===== config.mk =====
export PLATFORM = sky130hd
export DESIGN_NAME = distance_zone_alarm_driver_unit_flat
export DESIGN_NICKNAME = d
export VERILOG_FILES = /design/src/sv/dzad_pkg.sv /design/src/sv/dzad_intf.sv /design/src/sv/distance_zone_alarm_driver_unit.sv /design/src/flat_wrapper.sv
export SDC_FILE = /design/constraint.sdc
export NUM_CORES = 1
export LEC_CHECK = 0
export BUFFER_PORTS_ARGS = -buffer_cell sky130_fd_sc_hd__clkbuf_2
export CAP_MARGIN = 5
export CORE_UTILIZATION = 60
export DETAILED_ROUTE_END_ITERATION = 12
export PLACE_DENSITY = 0.78
export SYNTH_ARGS = -nofsm -noshare
export SYNTH_HDL_FRONTEND = slang
export SYNTH_SLANG_ARGS = --single-unit

===== constraint.sdc =====
create_clock -name clk_i -period 7.4 [get_ports clk_i]
set_input_delay 0.74 -clock clk_i [delete_from_list [all_inputs] [get_ports clk_i]]
set_output_delay 0.74 -clock clk_i [all_outputs]
set_load 0.02 [all_outputs]

===== src/sv/dzad_pkg.sv =====
// Shared types, register indexes and reset values of the distance zone alarm driver.
`default_nettype none

package dzad_pkg;

  // Field widths fixed by the block's interface.
  localparam int unsigned DIST_W   = 16;
  localparam int unsigned LEN_W    = 16;
  localparam int unsigned COUNT_W  = 4;
  localparam int unsigned CFG_IDX_W = 3;
  localparam int unsigned CFG_DATA_W = 16;

  // Defaults of the top-level parameters.
  localparam int unsigned TIME_WIDTH_DEF    = 16;
  localparam int unsigned MIDDLE_OFF_MS_DEF = 250;

  // Register reset values.
  localparam logic [LEN_W-1:0]   NEAR_LIMIT_RST   = 16'd100;
  localparam logic [LEN_W-1:0]   FAR_LIMIT_RST    = 16'd300;
  localparam logic [LEN_W-1:0]   FAST_BLINK_RST   = 16'd120;
  localparam logic [LEN_W-1:0]   SLOW_BLINK_RST   = 16'd500;
  localparam logic [COUNT_W-1:0] NEAR_COUNT_RST   = 4'd5;
  localparam logic [LEN_W-1:0]   NEAR_BEEP_RST    = 16'd100;
  localparam logic [COUNT_W-1:0] MIDDLE_COUNT_RST = 4'd3;
  localparam logic [LEN_W-1:0]   MIDDLE_ON_RST    = 16'd200;

  typedef enum logic [1:0] {
    ZONE_NONE    = 2'd0,
    ZONE_CLOSE   = 2'd1,
    ZONE_MID     = 2'd2,
    ZONE_DISTANT = 2'd3
  } zone_e;

  typedef enum logic [CFG_IDX_W-1:0] {
    CFG_NEAR_LIMIT   = 3'd0,
    CFG_FAR_LIMIT    = 3'd1,
    CFG_FAST_BLINK   = 3'd2,
    CFG_SLOW_BLINK   = 3'd3,
    CFG_NEAR_COUNT   = 3'd4,
    CFG_NEAR_BEEP    = 3'd5,
    CFG_MIDDLE_COUNT = 3'd6,
    CFG_MIDDLE_ON    = 3'd7
  } cfg_idx_e;

endpackage

`default_nettype wire


===== src/sv/dzad_intf.sv =====
// Handshake interfaces of the distance zone alarm driver: input, result and register write.
`default_nettype none

interface dzad_in_if import dzad_pkg::*; ();
  logic              valid;
  logic              ready;
  logic              func;
  logic [DIST_W-1:0] distance_mm;

  modport source (output valid, output func, output distance_mm, input ready);
  modport sink   (input valid, input func, input distance_mm, output ready);
endinterface

interface dzad_out_if import dzad_pkg::*; ();
  logic       valid;
  logic       ready;
  logic [1:0] zone;
  logic       led_on;
  logic       buzzer_on;
  logic       pattern_active;

  modport source (output valid, output zone, output led_on, output buzzer_on,
                  output pattern_active, input ready);
  modport sink   (input valid, input zone, input led_on, input buzzer_on,
                  input pattern_active, output ready);
endinterface

interface dzad_cfg_if import dzad_pkg::*; ();
  logic                  valid;
  logic                  ready;
  logic [CFG_IDX_W-1:0]  index;
  logic [CFG_DATA_W-1:0] data;

  modport source (output valid, output index, output data, input ready);
  modport sink   (input valid, input index, input data, output ready);
endinterface

`default_nettype wire


===== src/sv/distance_zone_alarm_driver_unit.sv =====
// Top level of the distance zone alarm driver: zone classing, LED blinking and beep bursts.
`default_nettype none

// Each input beat is either a distance sample (func 0) or a one-millisecond
// tick (func 1), and each one yields exactly one result beat carrying the
// zone, the LED level, the buzzer level and whether a beep burst is still
// running. A beat is taken into an input register; once the result register
// is free or being emptied, a single pass of combinational logic updates the
// alarm state and loads the result register, so the block sustains one beat
// per clock while results are taken. The input register and the result
// register form two stages, so a new beat is still accepted while one result
// waits to be taken. The register port is always ready; registers should
// be written only while no beat is in flight. Elapsed counters are TIME_WIDTH
// bits wide and saturate, so a length or interval above their maximum is
// never reached.
module distance_zone_alarm_driver_unit
  import dzad_pkg::*;
#(
  parameter int unsigned TIME_WIDTH    = TIME_WIDTH_DEF,
  parameter int unsigned MIDDLE_OFF_MS = MIDDLE_OFF_MS_DEF
) (
  input  wire logic   clk_i,
  input  wire logic   rst_ni,
  dzad_in_if.sink     in_i,
  dzad_cfg_if.sink    cfg_i,
  dzad_out_if.source  out_o
);

  // Comparisons run at the wider of the counter and the programmed length, so
  // that a narrow counter never wraps into a match.
  localparam int unsigned CMP_W = (TIME_WIDTH > LEN_W) ? TIME_WIDTH : LEN_W;
  localparam logic [LEN_W-1:0] MIDDLE_OFF = LEN_W'(MIDDLE_OFF_MS);

  // Configuration registers.
  logic [LEN_W-1:0]   near_limit_q, far_limit_q, fast_blink_q, slow_blink_q;
  logic [COUNT_W-1:0] near_count_q, middle_count_q;
  logic [LEN_W-1:0]   near_beep_q, middle_on_q;

  // Input stage.
  logic              in_valid_q;
  logic              in_func_q;
  logic [DIST_W-1:0] in_dist_q;

  // Alarm state.
  zone_e                 zone_q, zone_d;
  logic                  led_q, led_d;
  logic [TIME_WIDTH-1:0] led_el_q, led_el_d;
  logic                  run_q, run_d;
  logic                  phase_q, phase_d;
  logic [COUNT_W-1:0]    target_q, target_d;
  logic [COUNT_W-1:0]    done_q, done_d;
  logic [LEN_W-1:0]      on_len_q, on_len_d;
  logic [LEN_W-1:0]      off_len_q, off_len_d;
  logic [TIME_WIDTH-1:0] beep_el_q, beep_el_d;

  // Result stage.
  logic       out_valid_q;
  logic [1:0] out_zone_q;
  logic       out_led_q, out_buzz_q, out_run_q;

  logic advance;

  // The stored beat moves on whenever the result register is free or being emptied.
  assign advance     = in_valid_q && (!out_valid_q || out_o.ready);
  assign in_i.ready  = !in_valid_q || advance;
  assign cfg_i.ready = 1'b1;

  assign out_o.valid          = out_valid_q;
  assign out_o.zone           = out_zone_q;
  assign out_o.led_on         = out_led_q;
  assign out_o.buzzer_on      = out_buzz_q;
  assign out_o.pattern_active = out_run_q;

  // Register writes.
  always_ff @(posedge clk_i or negedge rst_ni) begin
    if (!rst_ni) begin
      near_limit_q   <= NEAR_LIMIT_RST;
      far_limit_q    <= FAR_LIMIT_RST;
      fast_blink_q   <= FAST_BLINK_RST;
      slow_blink_q   <= SLOW_BLINK_RST;
      near_count_q   <= NEAR_COUNT_RST;
      near_beep_q    <= NEAR_BEEP_RST;
      middle_count_q <= MIDDLE_COUNT_RST;
      middle_on_q    <= MIDDLE_ON_RST;
    end else if (cfg_i.valid) begin
      unique case (cfg_idx_e'(cfg_i.index))
        CFG_NEAR_LIMIT:   near_limit_q   <= cfg_i.data;
        CFG_FAR_LIMIT:    far_limit_q    <= cfg_i.data;
        CFG_FAST_BLINK:   fast_blink_q   <= cfg_i.data;
        CFG_SLOW_BLINK:   slow_blink_q   <= cfg_i.data;
        CFG_NEAR_COUNT:   near_count_q   <= cfg_i.data[COUNT_W-1:0];
        CFG_NEAR_BEEP:    near_beep_q    <= cfg_i.data;
        CFG_MIDDLE_COUNT: middle_count_q <= cfg_i.data[COUNT_W-1:0];
        CFG_MIDDLE_ON:    middle_on_q    <= cfg_i.data;
        default: ;
      endcase
    end
  end

  // Input register.
  always_ff @(posedge clk_i or negedge rst_ni) begin
    if (!rst_ni) begin
      in_valid_q <= 1'b0;
    end else if (in_i.ready) begin
      in_valid_q <= in_i.valid;
    end
  end

  always_ff @(posedge clk_i) begin
    if (in_i.valid && in_i.ready) begin
      in_func_q <= in_i.func;
      in_dist_q <= in_i.distance_mm;
    end
  end

  // One update of the whole alarm state per beat: first the tick or the
  // sample, then the buzzer sequencer, then the LED blinker.
  always_comb begin
    zone_e            z_sample;
    logic [LEN_W-1:0] interval;
    logic             blinking;

    zone_d    = zone_q;
    led_d     = led_q;
    led_el_d  = led_el_q;
    run_d     = run_q;
    phase_d   = phase_q;
    target_d  = target_q;
    done_d    = done_q;
    on_len_d  = on_len_q;
    off_len_d = off_len_q;
    beep_el_d = beep_el_q;

    if (in_dist_q < near_limit_q) begin
      z_sample = ZONE_CLOSE;
    end else if (in_dist_q < far_limit_q) begin
      z_sample = ZONE_MID;
    end else begin
      z_sample = ZONE_DISTANT;
    end

    if (in_func_q) begin
      // Millisecond tick: both elapsed counters advance and saturate.
      if (led_el_q != '1) begin
        led_el_d = led_el_q + TIME_WIDTH'(1);
      end
      if (beep_el_q != '1) begin
        beep_el_d = beep_el_q + TIME_WIDTH'(1);
      end
    end else if (z_sample != zone_q) begin
      // A change of zone restarts the LED and the burst.
      zone_d   = z_sample;
      led_d    = 1'b1;
      led_el_d = '0;
      run_d    = 1'b0;
      phase_d  = 1'b0;
      done_d   = '0;
      if (z_sample == ZONE_CLOSE || z_sample == ZONE_MID) begin
        run_d     = 1'b1;
        phase_d   = 1'b1;
        beep_el_d = '0;
        if (z_sample == ZONE_CLOSE) begin
          target_d  = near_count_q;
          on_len_d  = near_beep_q;
          off_len_d = near_beep_q;
        end else begin
          target_d  = middle_count_q;
          on_len_d  = middle_on_q;
          off_len_d = MIDDLE_OFF;
        end
      end
    end

    // Buzzer: at most one phase change per beat.
    if (run_d) begin
      if (phase_d) begin
        if (CMP_W'(beep_el_d) >= CMP_W'(on_len_d)) begin
          phase_d   = 1'b0;
          beep_el_d = '0;
          done_d    = done_d + COUNT_W'(1);
          if (done_d >= target_d) begin
            run_d = 1'b0;
          end
        end
      end else if (CMP_W'(beep_el_d) >= CMP_W'(off_len_d)) begin
        phase_d   = 1'b1;
        beep_el_d = '0;
      end
    end

    // LED: blinks in the near and middle zones, held on otherwise.
    blinking = 1'b1;
    case (zone_d)
      ZONE_CLOSE: interval = fast_blink_q;
      ZONE_MID:   interval = slow_blink_q;
      default: begin
        interval = '0;
        blinking = 1'b0;
      end
    endcase
    if (!blinking) begin
      led_d = 1'b1;
    end else if (CMP_W'(led_el_d) >= CMP_W'(interval)) begin
      led_el_d = '0;
      led_d    = !led_d;
    end
  end

  // Alarm state registers.
  always_ff @(posedge clk_i or negedge rst_ni) begin
    if (!rst_ni) begin
      zone_q    <= ZONE_NONE;
      led_q     <= 1'b1;
      led_el_q  <= '0;
      run_q     <= 1'b0;
      phase_q   <= 1'b0;
      target_q  <= '0;
      done_q    <= '0;
      on_len_q  <= '0;
      off_len_q <= '0;
      beep_el_q <= '0;
    end else if (advance) begin
      zone_q    <= zone_d;
      led_q     <= led_d;
      led_el_q  <= led_el_d;
      run_q     <= run_d;
      phase_q   <= phase_d;
      target_q  <= target_d;
      done_q    <= done_d;
      on_len_q  <= on_len_d;
      off_len_q <= off_len_d;
      beep_el_q <= beep_el_d;
    end
  end

  // Result register.
  always_ff @(posedge clk_i or negedge rst_ni) begin
    if (!rst_ni) begin
      out_valid_q <= 1'b0;
    end else if (advance) begin
      out_valid_q <= 1'b1;
    end else if (out_o.ready) begin
      out_valid_q <= 1'b0;
    end
  end

  always_ff @(posedge clk_i) begin
    if (advance) begin
      out_zone_q <= zone_d;
      out_led_q  <= led_d;
      out_buzz_q <= phase_d;
      out_run_q  <= run_d;
    end
  end

`ifndef SYNTHESIS
  // A burst only ever runs in the near or middle zone.
  a_run_zone: assert property (@(posedge clk_i) disable iff (!rst_ni)
    run_q |-> (zone_q == ZONE_CLOSE || zone_q == ZONE_MID))
    else $error("beep burst running outside near and middle zones");

  // The buzzer is never on once the burst has ended.
  a_phase_run: assert property (@(posedge clk_i) disable iff (!rst_ni)
    phase_q |-> run_q)
    else $error("buzzer on without a running burst");

  // The LED is steadily on in the far and unknown zones.
  a_led_steady: assert property (@(posedge clk_i) disable iff (!rst_ni)
    (zone_q == ZONE_DISTANT || zone_q == ZONE_NONE) |-> led_q)
    else $error("LED off outside a blinking zone");

  // Once classed, the zone never falls back to unknown.
  a_zone_known: assert property (@(posedge clk_i) disable iff (!rst_ni)
    (zone_q != ZONE_NONE) |=> (zone_q != ZONE_NONE))
    else $error("zone returned to unknown");
`endif

endmodule

`default_nettype wire


===== src/flat_wrapper.sv =====
// flat-port wrapper written by rule: the top's interface ports become plain ports
module distance_zone_alarm_driver_unit_flat import dzad_pkg::*;
#(
  parameter int unsigned TIME_WIDTH    = TIME_WIDTH_DEF,
  parameter int unsigned MIDDLE_OFF_MS = MIDDLE_OFF_MS_DEF
)
  (clk_i, rst_ni, in_i_valid, in_i_func, in_i_distance_mm, in_i_ready, cfg_i_valid, cfg_i_index, cfg_i_data, cfg_i_ready, out_o_valid, out_o_zone, out_o_led_on, out_o_buzzer_on, out_o_pattern_active, out_o_ready);
  dzad_in_if in_i_i ();
  dzad_cfg_if cfg_i_i ();
  dzad_out_if out_o_i ();
  input  wire logic clk_i;
  input  wire logic rst_ni;
  input wire logic [$bits(in_i_i.valid)-1:0] in_i_valid;
  input wire logic [$bits(in_i_i.func)-1:0] in_i_func;
  input wire logic [$bits(in_i_i.distance_mm)-1:0] in_i_distance_mm;
  output wire logic [$bits(in_i_i.ready)-1:0] in_i_ready;
  input wire logic [$bits(cfg_i_i.valid)-1:0] cfg_i_valid;
  input wire logic [$bits(cfg_i_i.index)-1:0] cfg_i_index;
  input wire logic [$bits(cfg_i_i.data)-1:0] cfg_i_data;
  output wire logic [$bits(cfg_i_i.ready)-1:0] cfg_i_ready;
  output wire logic [$bits(out_o_i.valid)-1:0] out_o_valid;
  output wire logic [$bits(out_o_i.zone)-1:0] out_o_zone;
  output wire logic [$bits(out_o_i.led_on)-1:0] out_o_led_on;
  output wire logic [$bits(out_o_i.buzzer_on)-1:0] out_o_buzzer_on;
  output wire logic [$bits(out_o_i.pattern_active)-1:0] out_o_pattern_active;
  input wire logic [$bits(out_o_i.ready)-1:0] out_o_ready;
  assign in_i_i.valid = in_i_valid;
  assign in_i_i.func = in_i_func;
  assign in_i_i.distance_mm = in_i_distance_mm;
  assign in_i_ready = in_i_i.ready;
  assign cfg_i_i.valid = cfg_i_valid;
  assign cfg_i_i.index = cfg_i_index;
  assign cfg_i_i.data = cfg_i_data;
  assign cfg_i_ready = cfg_i_i.ready;
  assign out_o_valid = out_o_i.valid;
  assign out_o_zone = out_o_i.zone;
  assign out_o_led_on = out_o_i.led_on;
  assign out_o_buzzer_on = out_o_i.buzzer_on;
  assign out_o_pattern_active = out_o_i.pattern_active;
  assign out_o_i.ready = out_o_ready;
  distance_zone_alarm_driver_unit #(.TIME_WIDTH(TIME_WIDTH), .MIDDLE_OFF_MS(MIDDLE_OFF_MS)) u_core (.clk_i(clk_i), .rst_ni(rst_ni), .in_i(in_i_i), .cfg_i(cfg_i_i), .out_o(out_o_i));
endmodule

* After elaboration in Yosys (flattened, before gate mapping)
Cells that the tools add are included.
** Operators by class
- Add/subtract/negate cells :: 3
- Magnitude comparators :: 6
- Reductions and logical operators :: 19
- Eq/ne operators :: 14
- Mux-type cells :: 55
** Operators with widths (number)
- 16-bit 2-to-1 mux :: 21
- 16-bit greater-or-equal comparator :: 3
- 4-bit 2-to-1 mux :: 9
- 16-bit by 1-bit adder with 16-bit output (second input constant) :: 2
- 16-bit less-than comparator :: 2
- 16-bit inequality test (second input constant) :: 2
- 16-bit one-hot mux with 2 select lines :: 1
- 1-bit 2-to-1 mux :: 21
- 2-bit AND reduction :: 8
- 3-bit == test (second input constant) :: 4
- 3-bit by 2-bit == test with 1-bit output (second input constant) :: 2
- 2-bit 2-to-1 mux :: 3
- 4-bit by 1-bit adder with 4-bit output (second input constant) :: 1
- 2-bit by 1-bit == test with 1-bit output (second input constant) :: 2
- 2-bit == test (second input constant) :: 2
- 4-bit greater-or-equal comparator :: 1
- 3-bit by 1-bit == test with 1-bit output (second input constant) :: 1
- 1-bit logical NOT :: 3
- 3-bit logical NOT :: 1
- 1-bit logical OR :: 3
- 1-bit logical AND :: 2
- 2-bit inequality test :: 1
- 2-bit nonzero test :: 1
- 2-bit OR reduction :: 1
** Word-level totals
- Output and inout port bits :: 8
- Bits in registers :: 205
- Bits of input ports :: 41
- Logic and storage cells :: 123

* Logic depth before layout (Yosys ltp)
- Depth after elaboration :: 13
- Mapped depth :: 26
- Gate-level depth less buffers :: 22

* Least setup slack after synthesis
OpenSTA, ideal clock, no wires.
- Kind :: reg-to-reg
- Start point :: register u_core.near_limit_q[5]
- End point :: register u_core.led_el_q[10]
- Setup time :: 83 ps
- Path buffers :: 4
- Slack :: 2137 ps
- Cell stages (with the launch flop) :: 26
- Arrival time :: 5181 ps
- Period minus slack after synthesis :: 5263 ps
- Required time :: 7317 ps
- Cells stage by stage :: dfstp_2 > inv_1 > ha_1 > a21oi_1 > o21ai_0 > a2111oi_0 > a221oi_1 > nor2_1 > clkbuf_1 > o22ai_1 > inv_1 > ha_1 > clkbuf_1 > clkbuf_1 > a22oi_1 > nor2_1 > ha_1 > nand2b_1 > a21o_1 > a211oi_1 > o21ai_0 > a31o_2 > a21oi_1 > clkbuf_1 > a22oi_1 > o21ai_0
** Between the ends
- Longest elaborated chain between the ends :: 10
- Elaborated cells between the ends (all ways) :: 15
- Classes of those cells :: order compare (2); eq/ne (3); mux (9); reduce/logical (1)
** Ends and longest elaborated chain
- start: declaration :: line distance_zone_alarm_driver_unit.sv:35 : logic [LEN_W-1:0] near_limit_q, far_limit_q, fast_blink_q, slow_blink_q;
- start signal: assignment :: line distance_zone_alarm_driver_unit.sv:87 : CFG_NEAR_LIMIT: near_limit_q <= cfg_i.data;
- 16-bit less-than comparator * :: line distance_zone_alarm_driver_unit.sv:134 : if (in_dist_q < near_limit_q) begin
- 2-bit 2-to-1 mux * :: line distance_zone_alarm_driver_unit.sv:134
- 2-bit inequality test :: line distance_zone_alarm_driver_unit.sv:150 : end else if (z_sample != zone_q) begin
- 2-bit 2-to-1 mux * :: line distance_zone_alarm_driver_unit.sv:150
- 2-bit 2-to-1 mux * :: line distance_zone_alarm_driver_unit.sv:142 : if (in_func_q) begin
- net u_core.zone_d[0] :: line distance_zone_alarm_driver_unit.sv:45 : zone_e zone_q, zone_d;
- 2-bit == test / 2-bit by 1-bit == test with 1-bit output (equally long branches) :: line distance_zone_alarm_driver_unit.sv:193 : case (zone_d)
- 16-bit one-hot mux with 2 select lines :: line distance_zone_alarm_driver_unit.sv:193
- 16-bit greater-or-equal comparator :: line distance_zone_alarm_driver_unit.sv:203 : end else if (CMP_W'(led_el_d) >= CMP_W'(interval)) begin
- 16-bit 2-to-1 mux :: line distance_zone_alarm_driver_unit.sv:203
- 16-bit 2-to-1 mux * :: line distance_zone_alarm_driver_unit.sv:201 : if (!blinking) begin
- end signal: assignment :: line distance_zone_alarm_driver_unit.sv:225 : led_el_q <= led_el_d;
- end: declaration :: line distance_zone_alarm_driver_unit.sv:47 : logic [TIME_WIDTH-1:0] led_el_q, led_el_d;
Mark *: on every way through the listed nets, which the timed path passes. The rest lies on a longest branch.
A chain may end at the register's enable or synchronous reset.

* Final worst setup path
- Start point :: register u_core.near_limit_q[5]
- End point :: register u_core.beep_el_q[9]
** Between the ends
- Longest elaborated chain between the ends :: 11
- Elaborated cells between the ends (all ways) :: 28
- Classes of those cells :: order compare (3); eq/ne (3); mux (21); reduce/logical (1)
** Ends and longest elaborated chain
- 16-bit less-than comparator * :: line distance_zone_alarm_driver_unit.sv:134
- 2-bit 2-to-1 mux * :: line distance_zone_alarm_driver_unit.sv:134
- 2-bit by 1-bit == test with 1-bit output / 2-bit == test (equally long branches) :: line distance_zone_alarm_driver_unit.sv:158, distance_zone_alarm_driver_unit.sv:162
- 16-bit 2-to-1 mux / 1-bit logical OR (equally long branches) :: line distance_zone_alarm_driver_unit.sv:162, distance_zone_alarm_driver_unit.sv:158
- 16-bit 2-to-1 mux :: line distance_zone_alarm_driver_unit.sv:158 : if (z_sample == ZONE_CLOSE || z_sample == ZONE_MID) begin
- 16-bit 2-to-1 mux :: line distance_zone_alarm_driver_unit.sv:150
- 16-bit 2-to-1 mux :: line distance_zone_alarm_driver_unit.sv:142
- 16-bit greater-or-equal comparator (on tied branches) :: line distance_zone_alarm_driver_unit.sv:185, distance_zone_alarm_driver_unit.sv:177
- 16-bit 2-to-1 mux (on tied branches) :: line distance_zone_alarm_driver_unit.sv:185, distance_zone_alarm_driver_unit.sv:177
- 16-bit 2-to-1 mux :: line distance_zone_alarm_driver_unit.sv:176 : if (phase_d) begin
- 16-bit 2-to-1 mux * :: line distance_zone_alarm_driver_unit.sv:175 : if (run_d) begin
- end signal: assignment :: line distance_zone_alarm_driver_unit.sv:232 : beep_el_q <= beep_el_d;
- end: declaration :: line distance_zone_alarm_driver_unit.sv:54 : logic [TIME_WIDTH-1:0] beep_el_q, beep_el_d;
Every way passes the cells marked *; elsewhere a longest branch is shown, timed or not.

==> flow_summary_export.csv <==
group,metric,value,unit
logic_synthesis,syn_nets,1233,
setup_path,worstPathArrival,6290,ps
floorplanning,ios,49,
cells_and_area,drive_gt1_share,19.32,%
logic_synthesis,synth-seq-cells,205,
setup_path,r2r_setup_slack,1470,ps
timing,slew_headroom,33.11,%
clocking,clock_latency,520,ps
place,pre_cts_slack,1591,ps
timing,final.period_utilization,80.13,%
floorplanning,die_w,140.1,um
logic_synthesis,netlist_area,0.01144,mm^2
floorplanning,die_area,0.01963,mm^2
logic_synthesis,syn_area_per_cell,10.36,um^2
global_route,overflow,0,
cells_and_area,multi_input_area,0.005798,mm^2
place,gp_congestion,0.8863,
logic_synthesis,yosysWarnings,0,
detailed_routing,viasPerCell,6.403,
global_route,track_usage,29.06,%
logic_synthesis,synth_compound_area_share,17.90,%
power,peakVddDrop,210.2,uV
timing,rsz0062_at_grt,"false",
setup_path,criticalPathCategory,"register to register",
clocking,cts.sinks,205,
logic_synthesis,synth_top_family_by_area,"compound AO/OA/AOI/OAI gates",
cells_and_area,fill_cells,1379,
clocking,post_cts_buffers,0,
global_route,grt_pass1_vias,8469,
clocking,clk_pin_slew,60,ps
clocking,clockBufferDepth,3,
floorplanning,die_height,140.1,um
detailed_routing,finalWirelength,27780,um
cells_and_area,seqCellArea,0.005275,mm^2
global_route,antenna_found_initial,0,
timing,final_max_slew_viol_count,0,
logic_synthesis,ys_seq_area_share,46.10,%
setup_path,worstSetupEndpointType,"register",
detailed_routing,vias,8888,
detailed_routing,drtPass1Iterations,5,
floorplanning,rows,50,
timing,hold_viol,0,
logic_synthesis,synth_cells,1105,
logic_synthesis,ys_top_cells_by_area,"dfrtp_1, ha_1, mux2_2",
outcome,outcome,"completed",
run,maxCapViolations,0,
clocking,cts_buffers,23,
logic_synthesis,synth-simple-area-share,13.72,%
worst_hold_path,hp-class,"primary input to asynchronous set/reset pin",
clocking,cts_hold_buf,0,
timing,fin_worst_skew,17.03,ps
place,place_hpwl,18860,um
cells_and_area,nets,1265,
timing,setup_tns,0,ps
setup_path,startpoint_type,"register",
clocking,cts_tree,"done",
detailed_routing,wl_per_cell,20.02,um
logic_synthesis,synthXorXnorAreaFrac,0.3827,%
timing,period_needed,5930,ps
timing,setup_ws,1471,ps
clocking,ctsHtreeMaxLevel,1,
logic_synthesis,synth_area_leader_cell,"dfrtp_1",
detailed_routing,drc_errors,0,
clocking,post_cts_resized,0,
logic_synthesis,synthFlopType,"dfrtp_1",
timing,worstMarginPinSlew,1003,ps
logic_synthesis,synth_top_area_share,33.89,%
cells_and_area,area_growth,10.33,%
detailed_routing,first_iter_violations,679,
floorplanning,coreArea,0.01871,mm^2
cells_and_area,finalNonFillerCells,1388,
power,power_density,331.6,mW/mm^2
floorplanning,start_util,61.18,%
clocking,cts-root-buf,"clkbuf_16",
power,p_leak,5.585,nW
setup_path,critPathMaxFanout,33,
logic_synthesis,synth_adder_area_share,9.512,%
place,dp.cells,1346,
global_route,grt_pass1_wl,44900,um
logic_synthesis,synth_cell_types,68,
cells_and_area,final_util,67.50,%
logic_synthesis,synth-edff-count,22,
global_route,grt_max_degree,105,
setup_path,crit_required,7760,ps
place,io_buffers,47,
logic_synthesis,synthMuxAreaShare,8.944,%
timing,setup_viol,0,
detailed_routing,antenna_left,0,
timing,max_freq,168.6,MHz
logic_synthesis,async_reset_ff_share,89.27,%
cells_and_area,n_antenna_cell,0,
[final timing paths]
path,startpoint,to,depth (start not counted)
min in group clk_i,in_i_distance_mm[14],u_core.in_dist_q[14],1
max reg2reg,u_core.near_limit_q[5],u_core.beep_el_q[9],20
max,u_core.near_limit_q[5],u_core.beep_el_q[9],20
min reg2reg,u_core.off_len_q[3],u_core.off_len_q[3],2
min,rst_ni,u_core.beep_el_q[3],1
max in group asynchronous,rst_ni,u_core.far_limit_q[4],2
[where the power goes]
group	internal (mW)	total (mW)	switching, mW
clock	0.661	1.12	0.457
combinational	0.609	1.42	0.808
sequential	1.44	1.65	0.207
[cell type report]
cell class / instances / area share (%)
tap: 234 / 2.319
clock inverter: 8 / 0.6144
timing repair buffer: 63 / 2.864
multi-input combinational: 803 / 45.92
clock buffer: 34 / 5.282
inverter: 41 / 1.219
sequential: 205 / 41.78
[worst max-delay path, stage by stage, from the launching register on]
cell,delay [ps]
dfstp_2,520
inv_1,40
ha_1,290
a21oi_1,120
o21ai_0,110
a2111oi_0,580
a221o_1,360
and3_1,260
buf_4,370
nor2_2,80
buf_4,220
nand3_1,100
o21ai_0,170
ha_1,350
and4_1,280
nand4_1,110
o311a_1,300
a21oi_1,490
a221oi_1,180
o21ai_0,650
o211ai_1,160
[layout by cell type, fill, tap and decap left out, types with 8 or more instances in the layout]
master and instances:
a21o_1 12, a21oi_1 38, a22o_1 48, a22oi_1 22
and2_1 11, and3_1 13, and4_1 8, buf_4 16
clkbuf_16 23, clkbuf_2 46, dfrtp_1 155, dfstp_2 28
edfxtp_1 22, ha_1 87, inv_1 40, mux2_2 82
mux2i_1 10, nand2_1 120, nand2b_1 15, nand3_1 38
nand3b_1 9, nand4_1 20, nor2_1 36, nor2b_1 8
o21ai_0 114, or4_1 9
[synthesized netlist by cell type (5+ instances only)]
master,number
dfstp_2,28
mux2i_1,10
nand4_1,20
nand3b_1,9
mux2_2,82
o31ai_1,6
and3_1,13
or4_1,9
nor2b_1,8
nand3_1,38
inv_1,40
a31oi_1,6
a22o_1,48
ha_1,87
o21ai_0,114
and4_1,8
and2_1,11
o211ai_1,6
dfrtp_1,155
a22oi_1,22
clkbuf_1,45
edfxtp_1,22
a21oi_1,38
nor2_1,37
a21o_1,12
nand2b_1,15
buf_2,6
nand2_1,121
a211oi_1,5
[through the flow]
stage / total power, mW / hold slack (ps) / instance area [um^2]
floorplan: 2.637 / 444.4 / 11440
global placement: 2.989 / 460.7 / 11880
detailed placement: 3.039 / 465.3 / 11880
CTS: 4.188 / 372.1 / 12630
global route: 4.451 / 368.8 / 12630
finish: 4.186 / 351.1 / 12630
[layer usage]
metal,global-route usage (%),wire [um]
met1,41.81,12520
met2,46.53,12990
met3,3.726,1616
met4,8.097,654
met5,0,0
[cells by family after synthesis]
| kind of cell | Yosys count |
|---|---|
| compound gates | 306 |
| xor+xnor | 5 |
| fa+ha+maj | 87 |
| buf+inv | 97 |
| flops | 205 |
| mux | 92 |
| other cells | 1 |
| simple gates | 312 |
Note: power is estimated with default switching activity, not from simulation.
